File: config.mk
export PLATFORM = sky130hd
export DESIGN_NAME = first_fit_chunk_allocator_core
export DESIGN_NICKNAME = d
export VERILOG_FILES = /design/src/rtl/ffca_pkg.sv /design/src/rtl/ffca_unit.sv /design/src/rtl/ffca_table.sv /design/src/rtl/ffca_seq.sv /design/src/rtl/first_fit_chunk_allocator_core.sv
export VERILOG_INCLUDE_DIRS = /design/src /design/src/rtl
export SDC_FILE = /design/constraint.sdc
export NUM_CORES = 1
export LEC_CHECK = 0
export BUFFER_PORTS_ARGS = -buffer_cell sky130_fd_sc_hd__buf_4
export CORE_ASPECT_RATIO = 0.5
export CORE_UTILIZATION = 50
export CTS_BUF_LIST = sky130_fd_sc_hd__clkbuf_4 sky130_fd_sc_hd__clkbuf_8 sky130_fd_sc_hd__clkbuf_16
export DETAILED_ROUTE_END_ITERATION = 10
export PLACE_DENSITY = 0.69
export SLEW_MARGIN = 5
export SYNTH_ARGS = -nofsm -noshare
export SYNTH_HDL_FRONTEND = slang
export SYNTH_HIERARCHICAL = 1
export SYNTH_SLANG_ARGS = --single-unit
File: constraint.sdc
create_clock -name clk -period 11.4 [get_ports clk]
set_clock_uncertainty 0.15 [all_clocks]
set_input_delay 1.14 -clock clk [delete_from_list [all_inputs] [get_ports clk]]
set_output_delay 1.14 -clock clk [all_outputs]
set_load 0.005 [all_outputs]
File: src/rtl/first_fit_chunk_allocator_core_defines.svh
// assertion macros for the first-fit chunk allocator
// expects clk and rst_n in the scope of the module that uses them
`ifndef FIRST_FIT_CHUNK_ALLOCATOR_CORE_DEFINES_SVH
`define FIRST_FIT_CHUNK_ALLOCATOR_CORE_DEFINES_SVH
`ifndef SYNTHESIS
`define FFCA_ASSERT(lbl, prop, msg) \
    lbl: assert property (@(posedge clk) disable iff (!rst_n) prop) \
        else $error(msg);
`define FFCA_ASSERT_ALWAYS(lbl, prop, msg) \
    lbl: assert property (@(posedge clk) prop) else $error(msg);
`else
`define FFCA_ASSERT(lbl, prop, msg)
`define FFCA_ASSERT_ALWAYS(lbl, prop, msg)
`endif
`endif

File: src/rtl/ffca_pkg.sv
// shared constants, codes and types of the first-fit chunk allocator
// no dependencies
`default_nettype none

package ffca_pkg;

    localparam int NUM_CHUNKS_DEF = 28;

    localparam int ADDR_W      = 32;
    localparam int CHUNK_SHIFT = 10;
    localparam int HI_W        = ADDR_W - CHUNK_SHIFT;
    localparam int CFG_W       = 30;
    localparam int BASE_W      = CFG_W - CHUNK_SHIFT;
    localparam int ENTRY_W     = 6;
    localparam int MASK_W      = 32;
    localparam int BIT_W       = $clog2(MASK_W);

    localparam logic OP_ALLOC = 1'b0;
    localparam logic OP_FREE  = 1'b1;

    localparam logic [ENTRY_W-1:0] ENTRY_FREE = 6'd0;
    localparam logic [ENTRY_W-1:0] ENTRY_CONT = 6'd63;

    localparam logic [ADDR_W-1:0] SRAM_START = 32'h2000_0000;
    localparam logic [ADDR_W-1:0] WINDOW_END = 32'h2000_8000;

    // chunk numbers, one bit wider than an address without its offset
    localparam logic [HI_W:0] SRAM_CHUNK   = (HI_W+1)'(SRAM_START >> CHUNK_SHIFT);
    localparam logic [HI_W:0] WINDOW_CHUNK = (HI_W+1)'(WINDOW_END >> CHUNK_SHIFT);

    localparam logic [BASE_W-1:0] BASE_RESET = BASE_W'(SRAM_START >> CHUNK_SHIFT);
    localparam logic [MASK_W-1:0] MASK_RESET = 32'hFFFF_FFFF;

    typedef struct packed {
        logic              success;
        logic [ADDR_W-1:0] block_address;
        logic [MASK_W-1:0] access_mask;
    } res_t;

endpackage

`default_nettype wire

File: src/rtl/ffca_unit.sv
// shared add / subtract unit over chunk numbers
// depends on ffca_pkg
`default_nettype none

module ffca_unit
(
    input  wire logic [ffca_pkg::HI_W-1:0] a,
    input  wire logic [ffca_pkg::HI_W-1:0] b,
    input  wire logic                      sub,
    output logic      [ffca_pkg::HI_W:0]   res
);

    logic [ffca_pkg::HI_W-1:0] b_eff;

    // on subtract the top bit is the carry out, set when a >= b
    assign b_eff = sub ? ~b : b;
    assign res   = {1'b0, a} + {1'b0, b_eff} + (ffca_pkg::HI_W+1)'(sub);

endmodule

`default_nettype wire

File: src/rtl/ffca_table.sv
// chunk table: one run-length or continuation code per chunk
// depends on ffca_pkg
`default_nettype none

module ffca_table #(
    parameter int NUM_CHUNKS = ffca_pkg::NUM_CHUNKS_DEF,
    localparam int IW = (NUM_CHUNKS > 1) ? $clog2(NUM_CHUNKS) : 1
)
(
    input  wire logic                         clk,
    input  wire logic                         rst_n,
    input  wire logic [IW-1:0]                rd_idx,
    output logic      [ffca_pkg::ENTRY_W-1:0] rd_data,
    input  wire logic                         wr_en,
    input  wire logic [IW-1:0]                wr_idx,
    input  wire logic [ffca_pkg::ENTRY_W-1:0] wr_data
);

    logic [ffca_pkg::ENTRY_W-1:0] entry_reg [NUM_CHUNKS];

    always_ff @(posedge clk or negedge rst_n)
    begin
        if (!rst_n)
        begin
            for (int i = 0; i < NUM_CHUNKS; i++)
            begin
                entry_reg[i] <= ffca_pkg::ENTRY_FREE;
            end
        end
        else if (wr_en)
        begin
            entry_reg[wr_idx] <= wr_data;
        end
    end

    assign rd_data = entry_reg[rd_idx];

endmodule

`default_nettype wire

File: src/rtl/ffca_seq.sv
// sequencer: size rounding, first-fit scan, run marking and release, mask upkeep
// depends on ffca_pkg, ffca_unit and the assertion macro header
`default_nettype none
`include "first_fit_chunk_allocator_core_defines.svh"

module ffca_seq #(
    parameter int NUM_CHUNKS = ffca_pkg::NUM_CHUNKS_DEF,
    localparam int IW = (NUM_CHUNKS > 1) ? $clog2(NUM_CHUNKS) : 1
)
(
    input  wire logic                           clk,
    input  wire logic                           rst_n,
    input  wire logic                           in_valid,
    output logic                                in_stall,
    input  wire logic                           op,
    input  wire logic [ffca_pkg::ADDR_W-1:0]    alloc_size,
    input  wire logic [ffca_pkg::ADDR_W-1:0]    free_address,
    input  wire logic [ffca_pkg::BASE_W-1:0]    heap_base,
    output logic                                res_valid,
    input  wire logic                           res_ready,
    output ffca_pkg::res_t                      res,
    output logic      [IW-1:0]                  tbl_rd_idx,
    input  wire logic [ffca_pkg::ENTRY_W-1:0]   tbl_rd_data,
    output logic                                tbl_wr_en,
    output logic      [IW-1:0]                  tbl_wr_idx,
    output logic      [ffca_pkg::ENTRY_W-1:0]   tbl_wr_data
);

    localparam int CW = $clog2(NUM_CHUNKS + 1);
    localparam int HW = ffca_pkg::HI_W;

    localparam logic [3:0] S_IDLE  = 4'd0;
    localparam logic [3:0] S_SIZE  = 4'd1;
    localparam logic [3:0] S_SCAN  = 4'd2;
    localparam logic [3:0] S_MARK  = 4'd3;
    localparam logic [3:0] S_ADDR  = 4'd4;
    localparam logic [3:0] S_FIND  = 4'd5;
    localparam logic [3:0] S_FREAD = 4'd6;
    localparam logic [3:0] S_FCLR  = 4'd7;
    localparam logic [3:0] S_DONE  = 4'd8;

    logic [3:0]                    state_reg, state_next;
    logic [HW-1:0]                 hi_reg, hi_next;
    logic                          lo_nz_reg, lo_nz_next;
    logic                          zero_reg, zero_next;
    logic [CW-1:0]                 need_reg, need_next;
    logic [CW-1:0]                 run_reg, run_next;
    logic [CW-1:0]                 k_reg, k_next;
    logic [IW-1:0]                 c_reg, c_next;
    logic [IW-1:0]                 first_reg, first_next;
    logic                          flag_reg, flag_next;
    logic                          success_reg, success_next;
    logic [ffca_pkg::ADDR_W-1:0]   block_reg, block_next;
    logic [ffca_pkg::MASK_W-1:0]   mask_reg, mask_next;

    logic [HW-1:0]                 unit_a;
    logic [HW-1:0]                 unit_b;
    logic                          unit_sub;
    logic [HW:0]                   unit_res;

    logic                          take;
    logic                          ge_sram;
    logic                          in_window;
    logic                          mask_apply;
    logic [ffca_pkg::BIT_W-1:0]    mask_bit;
    logic [CW-1:0]                 run_inc;
    logic                          entry_free;

    ffca_unit u_unit (
        .a   (unit_a),
        .b   (unit_b),
        .sub (unit_sub),
        .res (unit_res)
    );

    // operand selection for the shared unit
    always_comb
    begin
        unit_a   = '0;
        unit_b   = '0;
        unit_sub = 1'b0;
        case (state_reg)
            S_SIZE:
            begin
                unit_a = hi_reg;
                unit_b = HW'(lo_nz_reg);
            end
            S_FIND:
            begin
                unit_a   = hi_reg;
                unit_b   = HW'(heap_base);
                unit_sub = 1'b1;
            end
            S_MARK, S_FCLR:
            begin
                unit_a = HW'(heap_base);
                unit_b = HW'(c_reg);
            end
            S_ADDR:
            begin
                unit_a = HW'(heap_base);
                unit_b = HW'(first_reg);
            end
            default:
            begin
                unit_a = '0;
            end
        endcase
    end

    assign in_stall   = (state_reg != S_IDLE);
    assign take       = in_valid && !in_stall;
    assign res_valid  = (state_reg == S_DONE);
    assign res        = '{success: success_reg, block_address: block_reg,
                          access_mask: mask_reg};
    assign tbl_rd_idx = c_reg;

    // chunk number of the current chunk against the mask window
    assign ge_sram    = (unit_res >= ffca_pkg::SRAM_CHUNK);
    assign in_window  = ge_sram && (unit_res < ffca_pkg::WINDOW_CHUNK);
    // the run's first chunk decides whether the mask is touched at all
    assign mask_apply = in_window && ((k_reg == '0) || flag_reg);
    // window start is a multiple of 32 chunks, so the low bits are the bit index
    assign mask_bit   = unit_res[ffca_pkg::BIT_W-1:0];

    assign run_inc    = run_reg + CW'(1);
    assign entry_free = (tbl_rd_data == ffca_pkg::ENTRY_FREE);

    always_comb
    begin
        state_next   = state_reg;
        hi_next      = hi_reg;
        lo_nz_next   = lo_nz_reg;
        zero_next    = zero_reg;
        need_next    = need_reg;
        run_next     = run_reg;
        k_next       = k_reg;
        c_next       = c_reg;
        first_next   = first_reg;
        flag_next    = flag_reg;
        success_next = success_reg;
        block_next   = block_reg;
        mask_next    = mask_reg;
        tbl_wr_en    = 1'b0;
        tbl_wr_idx   = c_reg;
        tbl_wr_data  = ffca_pkg::ENTRY_FREE;

        case (state_reg)
            S_IDLE:
            begin
                if (take)
                begin
                    success_next = 1'b0;
                    block_next   = '0;
                    lo_nz_next   = |alloc_size[ffca_pkg::CHUNK_SHIFT-1:0];
                    if (op == ffca_pkg::OP_FREE)
                    begin
                        hi_next    = free_address[ffca_pkg::ADDR_W-1:ffca_pkg::CHUNK_SHIFT];
                        zero_next  = (free_address == '0);
                        state_next = S_FIND;
                    end
                    else
                    begin
                        hi_next    = alloc_size[ffca_pkg::ADDR_W-1:ffca_pkg::CHUNK_SHIFT];
                        zero_next  = (alloc_size == '0);
                        state_next = S_SIZE;
                    end
                end
            end

            // round up to whole chunks; a zero size or more chunks than the table holds ends the request
            S_SIZE:
            begin
                if (zero_reg || (unit_res > (HW+1)'(NUM_CHUNKS)))
                begin
                    state_next = S_DONE;
                end
                else
                begin
                    need_next  = unit_res[CW-1:0];
                    run_next   = '0;
                    c_next     = '0;
                    state_next = S_SCAN;
                end
            end

            // one entry a cycle, tracking the length of the free run ending here
            S_SCAN:
            begin
                if (entry_free && (run_inc == need_reg))
                begin
                    first_next = c_reg - IW'(run_reg);
                    c_next     = c_reg - IW'(run_reg);
                    k_next     = '0;
                    state_next = S_MARK;
                end
                else if (c_reg == IW'(NUM_CHUNKS - 1))
                begin
                    state_next = S_DONE;
                end
                else
                begin
                    run_next = entry_free ? run_inc : '0;
                    c_next   = c_reg + IW'(1);
                end
            end

            S_MARK:
            begin
                tbl_wr_en   = 1'b1;
                tbl_wr_data = (k_reg == '0) ? ffca_pkg::ENTRY_W'(need_reg)
                                            : ffca_pkg::ENTRY_CONT;
                if (k_reg == '0)
                begin
                    flag_next = ge_sram;
                end
                if (mask_apply)
                begin
                    mask_next[mask_bit] = 1'b0;
                end
                if (k_reg == need_reg - CW'(1))
                begin
                    state_next = S_ADDR;
                end
                else
                begin
                    k_next = k_reg + CW'(1);
                    c_next = c_reg + IW'(1);
                end
            end

            S_ADDR:
            begin
                success_next = 1'b1;
                block_next   = {unit_res[HW-1:0], ffca_pkg::CHUNK_SHIFT'(0)};
                state_next   = S_DONE;
            end

            // address minus base in chunks, must land inside the heap
            S_FIND:
            begin
                if (!zero_reg && unit_res[HW] && (unit_res[HW-1:0] < HW'(NUM_CHUNKS)))
                begin
                    c_next     = unit_res[IW-1:0];
                    state_next = S_FREAD;
                end
                else
                begin
                    state_next = S_DONE;
                end
            end

            S_FREAD:
            begin
                if (entry_free || (tbl_rd_data == ffca_pkg::ENTRY_CONT))
                begin
                    state_next = S_DONE;
                end
                else
                begin
                    need_next  = tbl_rd_data[CW-1:0];
                    k_next     = '0;
                    state_next = S_FCLR;
                end
            end

            S_FCLR:
            begin
                tbl_wr_en   = ({1'b0, c_reg} < (IW+1)'(NUM_CHUNKS));
                tbl_wr_data = ffca_pkg::ENTRY_FREE;
                if (k_reg == '0)
                begin
                    flag_next = ge_sram;
                end
                if (mask_apply)
                begin
                    mask_next[mask_bit] = 1'b1;
                end
                if (k_reg == need_reg - CW'(1))
                begin
                    success_next = 1'b1;
                    state_next   = S_DONE;
                end
                else
                begin
                    k_next = k_reg + CW'(1);
                    c_next = c_reg + IW'(1);
                end
            end

            S_DONE:
            begin
                if (res_ready)
                begin
                    state_next = S_IDLE;
                end
            end

            default:
            begin
                state_next = S_IDLE;
            end
        endcase
    end

    always_ff @(posedge clk or negedge rst_n)
    begin
        if (!rst_n)
        begin
            state_reg <= S_IDLE;
            mask_reg  <= ffca_pkg::MASK_RESET;
        end
        else
        begin
            state_reg <= state_next;
            mask_reg  <= mask_next;
        end
    end

    always_ff @(posedge clk)
    begin
        hi_reg      <= hi_next;
        lo_nz_reg   <= lo_nz_next;
        zero_reg    <= zero_next;
        need_reg    <= need_next;
        run_reg     <= run_next;
        k_reg       <= k_next;
        c_reg       <= c_next;
        first_reg   <= first_next;
        flag_reg    <= flag_next;
        success_reg <= success_next;
        block_reg   <= block_next;
    end

    `FFCA_ASSERT_ALWAYS(a_wr_only_in_update, tbl_wr_en |-> ((state_reg == S_MARK) || (state_reg == S_FCLR)), "chunk table written outside a run update")
    `FFCA_ASSERT(a_take_leaves_idle, take |=> (state_reg != S_IDLE), "accepted transaction not started")
    `FFCA_ASSERT(a_alloc_only_grants, (state_reg == S_MARK) |=> ((mask_reg | $past(mask_reg)) == $past(mask_reg)), "allocate revoked access")
    `FFCA_ASSERT(a_free_only_revokes, (state_reg == S_FCLR) |=> ((mask_reg & $past(mask_reg)) == $past(mask_reg)), "free granted access")
    `FFCA_ASSERT(a_mark_in_table, (state_reg == S_MARK) |-> ({1'b0, c_reg} < (IW+1)'(NUM_CHUNKS)), "run marking beyond the table")

endmodule

`default_nettype wire

File: src/rtl/first_fit_chunk_allocator_core.sv
// allocate: rounds the size up to chunks, finds the first free run that fits, marks it
// free: clears the run that starts at the address; outside the heap or off a run start it fails
// one transaction in flight; the next is taken as soon as the result sits in the output register
// sequencer, table scan and marking all step through the chunk table one entry a cycle
// reset clears the chunk table, sets the access mask to all ones and the base to 0x20000000
// no clearing pass after reset
`default_nettype none
`include "first_fit_chunk_allocator_core_defines.svh"

module first_fit_chunk_allocator_core #(
    parameter int NUM_CHUNKS = ffca_pkg::NUM_CHUNKS_DEF
)
(
    input  wire logic                          clk,
    input  wire logic                          rst_n,
    input  wire logic                          in_valid,
    output logic                               in_stall,
    input  wire logic                          op,
    input  wire logic [ffca_pkg::ADDR_W-1:0]   alloc_size,
    input  wire logic [ffca_pkg::ADDR_W-1:0]   free_address,
    output logic                               out_valid,
    input  wire logic                          out_stall,
    output logic                               success,
    output logic      [ffca_pkg::ADDR_W-1:0]   block_address,
    output logic      [ffca_pkg::MASK_W-1:0]   access_mask,
    input  wire logic                          cfg_wr_en,
    input  wire logic [ffca_pkg::CFG_W-1:0]    cfg_wr_data
);

    localparam int IW = (NUM_CHUNKS > 1) ? $clog2(NUM_CHUNKS) : 1;

    logic [ffca_pkg::BASE_W-1:0]  base_reg;
    logic                         out_valid_reg;
    ffca_pkg::res_t               out_reg;
    logic                         res_valid;
    logic                         res_ready;
    ffca_pkg::res_t               res;
    logic [IW-1:0]                tbl_rd_idx;
    logic [ffca_pkg::ENTRY_W-1:0] tbl_rd_data;
    logic                         tbl_wr_en;
    logic [IW-1:0]                tbl_wr_idx;
    logic [ffca_pkg::ENTRY_W-1:0] tbl_wr_data;

    // only whole chunks count, the offset bits of the base are dropped
    always_ff @(posedge clk or negedge rst_n)
    begin
        if (!rst_n)
        begin
            base_reg <= ffca_pkg::BASE_RESET;
        end
        else if (cfg_wr_en)
        begin
            base_reg <= cfg_wr_data[ffca_pkg::CFG_W-1:ffca_pkg::CHUNK_SHIFT];
        end
    end

    ffca_table #(
        .NUM_CHUNKS (NUM_CHUNKS)
    ) u_table (
        .clk     (clk),
        .rst_n   (rst_n),
        .rd_idx  (tbl_rd_idx),
        .rd_data (tbl_rd_data),
        .wr_en   (tbl_wr_en),
        .wr_idx  (tbl_wr_idx),
        .wr_data (tbl_wr_data)
    );

    ffca_seq #(
        .NUM_CHUNKS (NUM_CHUNKS)
    ) u_seq (
        .clk          (clk),
        .rst_n        (rst_n),
        .in_valid     (in_valid),
        .in_stall     (in_stall),
        .op           (op),
        .alloc_size   (alloc_size),
        .free_address (free_address),
        .heap_base    (base_reg),
        .res_valid    (res_valid),
        .res_ready    (res_ready),
        .res          (res),
        .tbl_rd_idx   (tbl_rd_idx),
        .tbl_rd_data  (tbl_rd_data),
        .tbl_wr_en    (tbl_wr_en),
        .tbl_wr_idx   (tbl_wr_idx),
        .tbl_wr_data  (tbl_wr_data)
    );

    // output register frees up in the same cycle its transaction completes
    assign res_ready = !out_valid_reg || !out_stall;

    always_ff @(posedge clk or negedge rst_n)
    begin
        if (!rst_n)
        begin
            out_valid_reg <= 1'b0;
        end
        else if (res_ready)
        begin
            out_valid_reg <= res_valid;
        end
    end

    always_ff @(posedge clk)
    begin
        if (res_ready && res_valid)
        begin
            out_reg <= res;
        end
    end

    assign out_valid     = out_valid_reg;
    assign success       = out_reg.success;
    assign block_address = out_reg.block_address;
    assign access_mask   = out_reg.access_mask;

    `FFCA_ASSERT(a_result_not_lost, (res_valid && !res_ready) |=> res_valid, "result dropped while output held")

endmodule

`default_nettype wire
# ---- Word level (Yosys, flattened, before mapping)
# Index checks and enable logic that the tools add are counted.
dict set report word_totals {
  ff_bits 373
  latchBits 0
  mem_bits_rw 0
  mem_bits_ro 0
  in_bits 100
  output_inout_bits 67
  mem_count 0
}
dict set report op_classes {
  addsub 7
  n_mul 0
  div_mod_pow 0
  magnitude_cmp 9
  n_eq_ne 27
  n_shift 0
  n_mux 53
  bitwise_logic 5
  n_reduce_logical 45
}
# op n
set op_table {}
lappend op_table {{$bwmux 168} 1}
lappend op_table {{$pmux 32 s2} 2}
lappend op_table {{$mux 32} 3}
lappend op_table {{$pmux 20 s4} 1}
lappend op_table {{$mux 5} 13}
lappend op_table {{$logic_not 32->1} 2}
lappend op_table {{$mux 22} 2}
lappend op_table {{$pmux 22 s2} 1}
lappend op_table {{$mux 4} 9}
lappend op_table {{$pmux 4 s9} 1}
lappend op_table {{$and 32x32->32} 1}
lappend op_table {{$not 32->32} 1}
lappend op_table {{$or 32x32->32} 1}
lappend op_table {{$bmux 6 s5} 1}
lappend op_table {{$demux 6 s5} 1}
lappend op_table {{$mux 6} 5}
lappend op_table {{$add 22x22->23} 1}
lappend op_table {{$add 23x1->23} 1}
lappend op_table {{$ge 23x20->1 const B} 1}
lappend op_table {{$gt 23x5->1 const B} 1}
lappend op_table {{$lt 23x20->1 const B} 1}
lappend op_table {{$lt 22x5->1 const B} 1}
lappend op_table {{$not 20->22} 1}
lappend op_table {{$pmux 5 s2} 2}
lappend op_table {{43 further kinds} 92}

# ---- Logic depth before layout (Yosys ltp)
# Gate-level depths: netlist (run 1).
dict set report logic_depth {
  ltp_word 15
  ltp_mapped 20
  depth_no_buf 18
}

# ---- By module
# The synthesis (run 1) kept the hierarchy.
# module instances cells_each area_per_inst_um2 seq_area_each_um2
set modules_own_cells {}
lappend modules_own_cells {ffca_table 1 507 7738.7 4204.0}
lappend modules_own_cells {ffca_seq 1 553 6127.1 3133.0}
lappend modules_own_cells {first_fit_chunk_allocator_core 1 111 2820.2 2478.6}
lappend modules_own_cells {ffca_unit 1 209 1521.5 0.0}

# ---- Worst setup path before layout (run 1)
# Ideal clock, no wire load.
dict set report synth_path {
  kind {input to register}
  startpoint {input port out_stall}
  endpoint {register out_reg, in the netlist access_mask[0], enable pin}
  arrival_time_ns 5.852
  required_ns 10.663
  path_slack_ns 4.810
  cell_stages 1
  n_path_buf 0
  cell_sequence {a21boi_0}
}
dict set report synth_between {
  elab_chain_cells 3
}
# element line_no
set synth_rtl {}
lappend synth_rtl {{from (decl)} first_fit_chunk_allocator_core.sv:22} ;# input wire logic out_stall,
lappend synth_rtl {{$logic_not 1->1} first_fit_chunk_allocator_core.sv:91} ;# assign res_ready = !out_valid_reg || !out_stall;
lappend synth_rtl {{$logic_or 1x1->1} first_fit_chunk_allocator_core.sv:91}
lappend synth_rtl {{$logic_and 1x1->1} first_fit_chunk_allocator_core.sv:107} ;# if (res_ready && res_valid)
lappend synth_rtl {{to (signal assigned)} first_fit_chunk_allocator_core.sv:109} ;# out_reg <= res;
lappend synth_rtl {{to (decl)} first_fit_chunk_allocator_core.sv:34} ;# ffca_pkg::res_t out_reg;
# Every way passes these cells.
# A chain may end at the register's enable or synchronous reset.

# ---- Final worst setup path (run 1)
dict set report layout_path {
  startpoint {register u_seq.state_reg[2]}
  endpoint {register u_seq.run_reg[4], enable pin}
}
dict set report layout_between {
  word_cells_on_any_way 23
  cone_classes {add/sub (2); order compare (1); eq/ne (9); mux (4); bitwise (1); reduce/logical (6)}
}
# element line_no
set layout_rtl {}
lappend layout_rtl {{from (decl)} ffca_seq.sv:42} ;# logic [3:0] state_reg, state_next;
lappend layout_rtl {{from (signal assigned)} ffca_seq.sv:315} ;# state_reg <= state_next;
lappend layout_rtl {{$eq 4x3->1, or another cell as far along} ffca_seq.sv:82} ;# case (state_reg)
lappend layout_rtl {{$reduce_or 3->1 (no line) or $reduce_or 2->1 (tied branches)} n/a}
lappend layout_rtl {{$pmux 22 s2 (*)} ffca_seq.sv:82}
lappend layout_rtl {{via u_seq.unit_a[6]} ffca_seq.sv:56} ;# logic [HW-1:0] unit_a;
lappend layout_rtl {{$add 22x22->23 (*)} ffca_unit.sv:17} ;# assign res = {1'b0, a} + {1'b0, b_eff} + (ffca_pkg::HI_W+1)'(sub);
lappend layout_rtl {{$add 23x1->23 (*)} ffca_unit.sv:17}
lappend layout_rtl {{via u_seq.unit_res[9]} ffca_seq.sv:59} ;# logic [HW:0] unit_res;
lappend layout_rtl {{$gt 23x5->1 (*)} ffca_seq.sv:174} ;# if (zero_reg || (unit_res > (HW+1)'(NUM_CHUNKS)))
lappend layout_rtl {{$logic_or 1x1->1 (*)} ffca_seq.sv:174}
lappend layout_rtl {{$ne 2x2->1 (no line) (*)} n/a}
lappend layout_rtl {{$reduce_and 4->1 (no line) (*)} n/a}
lappend layout_rtl {{to (signal assigned)} ffca_seq.sv:326} ;# run_reg <= run_next;
lappend layout_rtl {{to (decl)} ffca_seq.sv:47} ;# logic [CW-1:0] run_reg, run_next;
# Mark *: on every way through the listed nets, which the timed path passes. The rest lies on a longest branch.

==> impl_metrics.json, run 1 <==
{
  "power.density_nw_per_um2": 197.0,
  "fin_nets": 1645,
  "portBuffers": 156,
  "required_ns": 11.40,
  "tritoncts": "built",
  "tightest_slew_ns": 1.138,
  "fin_tns_setup_ns": 0,
  "cts_root_buf": "clkbuf_16",
  "initial_core_util": 0.5182,
  "crit_path_max_fanout": 20,
  "crit_chain": "nand2b_1 -> or3_1 -> nand2_1 -> a22o_1 -> ha_1 -> a21oi_2 -> nor2b_1 -> a2111oi_0 -> o21bai_1 -> xor2_1 -> nor4_1 -> and4_1 -> and2_1 -> nand4b_1 -> a21oi_1",
  "timing_worst_setup_path_type": "flop to flop",
  "syn_to_final_growth_pct": 14.54,
  "syn_area_um2": 18210,
  "core_area_um2": 35130,
  "fill_cells": 2726,
  "path_clk_slew_ns": 0.07,
  "critPathTopFamily": "simple AND/OR/NAND/NOR gates",
  "place_inst": 1950,
  "worstSetupEndpointType": "flop",
  "first_pass_iters": 6,
  "postRouteAntennaNets": 0,
  "power_w": 0.004108,
  "synth_top_area_frac": 0.2639,
  "layout-drive-gt1-share": 0.3626,
  "avgRoutedWirePerCell_um": 20.65,
  "start_kind": "flop",
  "stdcell_count": 2011,
  "status": "complete, no violations",
  "cts_resized": 0,
  "clk_latency_ns": 0.53,
  "grt_max_degree": 79,
  "hold_viol_final": 0,
  "grt_pass1_vias": 11800,
  "ys.flop_type": "dfrtp_1",
  "ys_seq_area_frac": 0.5391,
  "drt-total-wl_mm": 41.54,
  "fmax_mhz": 159.3,
  "fin_crit_ns": 6.279,
  "slowest_delay_ns": 0.82,
  "grtUsageTotal": 0.2245,
  "crit_buf_inv": 0,
  "setup_viol": 0,
  "most-common-layout-cells": "mux2_2 (210), dfrtp_1 (192), buf_4 (168)",
  "grt_pass1_wl_mm": 65.27,
  "die_w_um": 271.9,
  "final_common_cell": "mux2_2",
  "die_area_um2": 37230,
  "fp-row-count": 48,
  "routed_via_density": 5.814,
  "syn_inst": 1380,
  "synth_edf_count": 138,
  "dp_hpwl_mm": 29.57,
  "cts_buffers": 34,
  "yosysWarnings": 6,
  "cts-hold-fix-buffers": 0,
  "antenna_cells": 0,
  "ioPinCount": 167,
  "cts_max_level": 2,
  "rsz0062_at_grt": "false",
  "worstPathArrival_ns": 6.28,
  "ys_types": 83,
  "clkSinkCount": 363,
  "cp_slowest_cell": "a2111oi_0",
  "synth.area.top_cells": "dfrtp_1 (26%), edfxtp_1 (23%), mux2_2 (13%)",
  "gr-total-overflow": 0,
  "place.gp.congestion": 0.9111,
  "fin_crit_sh": 0.5508,
  "synth.largest_area_cell": "dfrtp_1",
  "finalMaxSlewViolations": 0,
  "antenna_found_initial": 0,
  "post-cts-setup-buffer-count": 0,
  "vdd_drop_max_mv": 0.1125,
  "synth_async_sr_flop_share": 0.6198,
  "power_leakage_nw": 9.166,
  "avgSynthCellArea_um2": 13.19,
  "die_h_um": 136.9,
  "hp-class": "flop to flop",
  "clk_path_buf_depth": 3,
  "drcViolationCount": 0,
  "largest_reg_flops": 168,
  "slew_headroom": 0.2414,
  "drv_cap": 0,
  "first_iter_violations": 955,
  "routed-via-count": 11690,
  "yosys_register_bits": 363
}
## final cells by class
cell class | count | area (um2) | share of cell area
clock buffers | 51 | 1070 | 0.05130
inverters | 25 | 93.84 | 0.004500
well taps | 475 | 594.3 | 0.02850
multi-input cells | 918 | 7940 | 0.3807
clock inverters | 10 | 66.31 | 0.003180
repair buffers | 169 | 1275 | 0.06113
flip-flops and latches | 363 | 9816 | 0.4707
## cells in the mapped netlist, types with 21 or more instances
cell type	count
mux2_2	210
dfrtp_1	192
edfxtp_1	138
nand2_1	86
nor2_1	55
clkbuf_1	52
and2_1	45
xor2_1	40
dfstp_2	33
mux4_2	33
ha_1	32
o21ai_0	31
nand3_1	30
a21oi_1	29
inv_1	25
mux2_4	23
xnor2_1	21
## metal layers
| metal | global-route usage | share of wire | vias up |
|---|---|---|---|
| met3 | 0.03860 | 0.055 | 68 |
| met2 | 0.3666 | 0.47 | 315 |
| met4 | 0.05306 | 0.020 | 0 |
| met5 | 0 | 0 | - |
| li1 | - | - | 5372 |
| met1 | 0.3149 | 0.45 | 5937 |
## cells by family after synthesis
family / count (synthesis) / share of synthesized area
flops: 363 / 0.5391
simple gates: 334 / 0.09559
mux: 293 / 0.2083
compound gates: 184 / 0.07477
buf+inv: 110 / 0.02852
xor+xnor: 61 / 0.02934
fa+ha+maj: 34 / 0.02419
other cells: 1 / 0.0002060
## power breakdown
| part | switching [W] | internal [W] | leakage, nW | total, W |
|---|---|---|---|---|
| clock | 0.000485 | 0.000654 | 0.561 | 0.00114 |
| combinational | 0.000833 | 0.000482 | 4.34 | 0.00131 |
| sequential | 0.0000834 | 0.00157 | 4.26 | 0.00165 |
## through the flow
| stage | cell area, um2 | hold slack [ns] | setup slack, ns | utilization |
|---|---|---|---|---|
| 2_1_floorplan | 18250 | 0.2503 | 4.810 | - |
| 3_3_place_gp | 19720 | 0.2536 | 5.200 | 0.5612 |
| 3_5_place_dp | 19720 | 0.2545 | 5.175 | 0.5612 |
| 4_1_cts | 20850 | 0.2697 | 5.117 | 0.5935 |
| 5_1_grt | 20860 | 0.2738 | 4.746 | 0.5936 |
| 6_report | 20860 | 0.2683 | 5.121 | 0.5936 |
## path summary, 6_finish.rpt
kind	startpoint	endpoint	slack (ns)	cells past startpoint
setup / recovery	u_seq/state_reg[2]	u_seq/run_reg[4]	5.12	15
max in group asynchronous	rst_n	out_valid	9.15	2
hold / removal	u_seq/block_reg[26]	block_address[26]	0.27	0
min in group asynchronous	rst_n	u_table/entry_reg[142]	0.49	1
hold reg to reg	u_seq/block_reg[26]	block_address[26]	0.27	0
setup reg to reg	u_seq/state_reg[2]	u_seq/run_reg[4]	5.12	15
(Power assumes the default switching activity.)
==> inputs of run 2 (changes only) <==
--- a/config.mk
+++ b/config.mk
@@ -11,7 +11,7 @@
 export CORE_UTILIZATION = 50
 export CTS_BUF_LIST = sky130_fd_sc_hd__clkbuf_4 sky130_fd_sc_hd__clkbuf_8 sky130_fd_sc_hd__clkbuf_16
 export DETAILED_ROUTE_END_ITERATION = 10
-export PLACE_DENSITY = 0.69
+export PLACE_DENSITY = 0.72
 export SLEW_MARGIN = 5
 export SYNTH_ARGS = -nofsm -noshare
 export SYNTH_HDL_FRONTEND = slang
==> constraint.sdc (replaced) <==
create_clock -name clk -period 5.1 [get_ports clk]
set_clock_uncertainty 0.15 [all_clocks]
set_input_delay 0.51 -clock clk [delete_from_list [all_inputs] [get_ports clk]]
set_output_delay 0.51 -clock clk [all_outputs]
set_load 0.005 [all_outputs]
==> impl_metrics.json, run 2 (synthesis results as in run 1) <==
{
  "hp-class": "input port to asynchronous set/reset pin",
  "power.density_nw_per_um2": 449.8,
  "cp_slowest_cell": "dfrtp_1",
  "first_pass_iters": 6,
  "hold_viol_final": 7,
  "dp_hpwl_mm": 29.38,
  "first_iter_violations": 881,
  "ioPinCount": 167,
  "swShare": 0.3395,
  "syn_to_final_growth_pct": 16.89,
  "initial_core_util": 0.5182,
  "seqPwrFrac": 0.381,
  "clk_path_buf_depth": 3,
  "layout-drive-gt1-share": 0.3875,
  "die_h_um": 136.9,
  "cts_max_level": 2,
  "die_area_um2": 37230,
  "fin_crit_sh": 0.9543,
  "vdd_drop_max_mv": 0.2529,
  "grt_pass1_vias": 12060,
  "tightest_slew_ns": 1.212,
  "tritoncts": "built",
  "cts_root_buf": "clkbuf_16",
  "largest_reg_flops": 168,
  "fin_util": 0.6058,
  "drt-total-wl_mm": 42.32,
  "p_sw_w": 0.003250,
  "holdWs_ns": -0.02158,
  "final-seq-area_um2": 9816,
  "violations": "hold timing",
  "internal_power_w": 0.006324,
  "portBuffers": 156,
  "crit_path_max_fanout": 20,
  "place_inst": 1983,
  "timing_worst_setup_path_type": "flop to flop",
  "fin_tns_setup_ns": 0,
  "rsz0062_at_grt": "false",
  "avgRoutedWirePerCell_um": 20.65,
  "cts-hold-fix-buffers": 0,
  "worstPathArrival_ns": 5.17,
  "finalMaxSlewViolations": 0,
  "clk_latency_ns": 0.53,
  "die_w_um": 271.9,
  "core_area_um2": 35130,
  "r2r_cells": 19,
  "grt_max_degree": 139,
  "routed_via_density": 5.797,
  "multi_input_area_um2": 8014,
  "drv_cap": 0,
  "fin_nets": 1683,
  "slew_headroom": 0.1923,
  "clkSinkCount": 363,
  "postRouteAntennaNets": 0,
  "drcViolationCount": 0,
  "slowest_delay_ns": 0.41,
  "routed-via-count": 11880,
  "power_w": 0.009574,
  "start_kind": "flop",
  "grtUsageTotal": 0.2296,
  "antenna_cells": 0,
  "p_clk_frac": 0.274,
  "fin_crit_ns": 4.867,
  "cts_buffers": 34,
  "most-common-layout-cells": "mux2_2 (210), buf_4 (201), dfrtp_1 (192)",
  "final_common_cell": "mux2_2",
  "antenna_found_initial": 2,
  "fill_cells": 2702,
  "crit_chain": "nand2b_4 -> or3_4 -> nand2_1 -> buf_12 -> a22o_1 -> mux2i_1 -> inv_1 -> fa_2 -> a21o_1 -> a221oi_4 -> o221a_4 -> o21ai_2 -> a221o_1 -> or3_1 -> a211oi_2 -> nand4_2 -> nor2_4 -> nand3_1 -> mux2_1",
  "power_leakage_nw": 9.398,
  "stdcell_count": 2049,
  "place.gp.congestion": 0.9264,
  "fp-row-count": 48,
  "status": "complete, but fails checks",
  "setup_viol": 0,
  "comb_power_share": 0.345,
  "worstSetupEndpointType": "flop",
  "grt_pass1_wl_mm": 66.69,
  "path_clk_slew_ns": 0.06,
  "required_ns": 5.40,
  "gr-total-overflow": 0,
  "fmax_mhz": 205.5
}
[run 2: cell count changes in the layout (fill, tap and decap cells not counted), sizes merged]
cell / change
clkbuf: -6
buf: +38
inv: +1
clkinvlp: -3
bufinv: +3
clkinv: +5
[run 2: worst max-delay path: cells and delay by family (launching register included)]
family / cells / cell delay [ns]
fa+ha+maj: 1 / 0.36
compound gates: 7 / 1.68
simple gates: 7 / 1.43
flops: 1 / 0.41
mux: 2 / 0.52
buf+inv: 2 / 0.24
[run 2: area by class of cell]
type                    count  share of cell area
clock inverters            16            0.008054
inverters                  25            0.004409
flip-flops and latches    363              0.4612
well taps                 475             0.02792
clock buffers              45             0.04644
multi-input cells         918              0.3765
repair buffers            207             0.07543
[run 2: final timing paths]
path                                      from                         end  slack [ns]
setup / recovery            u_seq/state_reg[3]                        flop        0.23
hold / removal                           rst_n      u_table/entry_reg[148]       -0.02
setup reg to reg            u_seq/state_reg[3]                        flop        0.23
hold reg to reg            u_seq/block_reg[18]           block_address[18]        0.27
max in group asynchronous                rst_n  asynchronous set/reset pin        3.75
min in group clk                     out_stall                   out_valid        0.07
[run 2: layer usage]
metal,track usage,up-vias,routed length [um]
met5,0,-,0
met2,0.3807,324,20510
met4,0.05836,0,762
met3,0.04228,64,2320
li1,-,5453,-
met1,0.3139,6038,18720
[run 2: repair_timing]
| item | 4_1_cts | 5_1_grt |
|---|---|---|
| pin swaps | 0 | 9 |
| buffers inserted | 0 | 5 |
| setup endpoints to repair | 15 | 48 |
| gates resized for setup | 2 | 19 |
[run 2: power groups by stage]
stage / Clock [W] / Sequential (W) / Combinational (W)
finish: 0.00262 / 0.00365 / 0.00330
global route: 0.00280 / 0.00368 / 0.00356
CTS: 0.00268 / 0.00365 / 0.00320
detailed placement: 0 / 0.00371 / 0.00317
global placement: 0 / 0.00370 / 0.00312
floorplan: 0 / 0.00370 / 0.00202
[run 2: stage by stage]
stage / instance area (um2) / setup WS, ns
after detailed placement: 20010 / -0.02915
final: 21280 / 0.2332
after floorplan: 18260 / 0.02012
after global routing: 21280 / 0.008938
after global placement: 20010 / 0.09558
after CTS: 21170 / -0.02387
==> inputs of run 3 (changes only) <==
==> constraint.sdc (replaced) <==
create_clock -name clk -period 4.2 [get_ports clk]
set_clock_uncertainty 0.15 [all_clocks]
set_input_delay 0.42 -clock clk [delete_from_list [all_inputs] [get_ports clk]]
set_output_delay 0.42 -clock clk [all_outputs]
set_load 0.005 [all_outputs]
==> impl_metrics.json, run 3 (synthesis results as in run 1) <==
{
  "finalMaxSlewViolations": 0,
  "rrSetupSlack_ns": -0.41,
  "grt_pass1_vias": 12530,
  "cts_root_buf": "clkbuf_16",
  "hp-class": "input port to flop",
  "layout-drive-gt1-share": 0.4733,
  "final-seq-area_um2": 9817,
  "antenna_cells": 0,
  "fin_util": 0.6576,
  "fp-row-count": 48,
  "grt_pass1_wl_mm": 69.30,
  "clk_path_buf_depth": 3,
  "status": "complete, but fails checks",
  "r2r_start": "u_seq/state_reg[3]",
  "p_clk_frac": 0.250,
  "power_w": 0.01281,
  "placed_area_um2": 20770,
  "violations": "setup timing",
  "routed-via-count": 12510,
  "seqPwrFrac": 0.348,
  "dp_slack_ns": -0.5242,
  "hold_viol_final": 0,
  "die_h_um": 136.9,
  "grtUsageTotal": 0.2391,
  "initial_core_util": 0.5182,
  "min-delay-start": "free_address[22]",
  "vdd_drop_max_mv": 0.2983,
  "r2r_cells": 18,
  "portBuffers": 156,
  "wl_met2_mm": 21.76,
  "fin_area_um2": 23100,
  "tritoncts": "built",
  "timing_worst_setup_path_type": "flop to flop",
  "fin_nets": 1829,
  "path_clk_slew_ns": 0.07,
  "gr-total-overflow": 0,
  "fin_crit_ns": 4.606,
  "fin_crit_sh": 1.097,
  "die_area_um2": 37230,
  "die_w_um": 271.9,
  "hold_end": "u_seq/hi_reg[12]",
  "route.met3.wl_mm": 2.201,
  "required_ns": 4.50,
  "p_sw_w": 0.004418,
  "multi_input_area_um2": 8551,
  "swShare": 0.3449,
  "crit_path_max_fanout": 5,
  "tightest_slew_ns": 1.116,
  "core_area_um2": 35130,
  "first_pass_iters": 8,
  "fill_cells": 2545,
  "power.density_nw_per_um2": 554.4,
  "stdcell_count": 2195,
  "ioPinCount": 167,
  "final_common_cell": "buf_4",
  "postRouteAntennaNets": 0,
  "drt-total-wl_mm": 44.95,
  "fmax_mhz": 217.1,
  "rsz0062_at_grt": "true",
  "syn_to_final_growth_pct": 26.88,
  "place_inst": 2074,
  "routed_via_density": 5.699,
  "setup_viol": 49,
  "place.gp.congestion": 0.9059,
  "start_kind": "flop",
  "comb_power_share": 0.402,
  "power_leakage_nw": 10.25,
  "antenna_found_initial": 0,
  "internal_power_w": 0.008390,
  "clk_latency_ns": 0.53,
  "cts_max_level": 2,
  "avgRoutedWirePerCell_um": 20.48,
  "grt_max_degree": 126,
  "most-common-layout-cells": "buf_4 (310), mux2_2 (209), dfrtp_1 (191)",
  "worstSetupEndpointType": "flop",
  "drv_cap": 0,
  "hold_depth": 2,
  "slew_headroom": 0.2557,
  "top_layer": "met4",
  "largest_reg_flops": 168,
  "postLayoutSetupSlackWorst_ns": -0.4057,
  "clkSinkCount": 363,
  "drt-met1-wl_mm": 20.01,
  "dp_hpwl_mm": 31.10,
  "cts_buffers": 34,
  "first_iter_violations": 867,
  "drcViolationCount": 0,
  "worstPathArrival_ns": 4.91
}
run 3: through the flow:
step / setup TNS, ns / hold WS [ns]
after floorplan: -11.71 / -0.02559
after global placement: -17.63 / 0.2510
after detailed placement: -21.47 / 0.2557
after CTS: -12.14 / 0.05013
after global routing: -23.20 / 0.04996
final: -14.66 / 0.07028
run 3: how the worst max path moves through the flow:
stage                                  start               end  slack [ns]
after floorplan           u_seq/state_reg[3]              flop       -0.41
after global placement    u_seq/state_reg[0]  u_seq/run_reg[0]       -0.45
after detailed placement  u_seq/state_reg[0]              flop       -0.52
after CTS                 u_seq/state_reg[3]              flop       -0.35
after global routing      u_seq/state_reg[3]              flop       -0.59
final                     u_seq/state_reg[3]              flop       -0.41
run 3: power by group through the flow:
stage	Combinational, W	Clock (W)	Sequential, W
global route	0.00551	0.00340	0.00449
detailed placement	0.00437	0	0.00452
global placement	0.00430	0	0.00450
floorplan	0.00254	0	0.00448
CTS	0.00478	0.00328	0.00446
finish	0.00515	0.00320	0.00446
run 3: worst max-delay path, cell delays in order, from the launching register on:
cell and delay, ns:
dfrtp_1 0.41, nand2b_4 0.19, nor3_4 0.18, a22oi_2 0.14
o21ai_4 0.09, mux2i_1 0.26, inv_1 0.08, fa_2 0.34
a21o_1 0.22, a221oi_4 0.30, o221a_4 0.25, o21ai_4 0.07
a221o_1 0.35, or3_4 0.39, a211oi_4 0.22, and3_4 0.27
and2b_2 0.19, nand3b_1 0.11, mux2_4 0.31
run 3: routing by layer:
layer | global-route usage | vias to the layer above
met5 | 0 | -
met4 | 0.06305 | 0
met3 | 0.03474 | 79
met2 | 0.4018 | 352
met1 | 0.3277 | 6333
li1 | - | 5745
run 3: what timing repair did:
action,CTS,global route
endpoints found under the setup margin,55,55
gates cloned,2,1
setup buffers,28,11
pin swaps,27,37
hold buffers,22,0
gates resized for setup,83,61
hold endpoints to repair,144,0
run 3: layout make-up:
class                      count  share of cell area
clock buffer                  46             0.04436
clock inverter                15            0.006066
inverter                      25            0.004062
multi-input combinational    918              0.3701
sequential                   363              0.4249
tap                          475             0.02573
timing repair buffer         353              0.1247
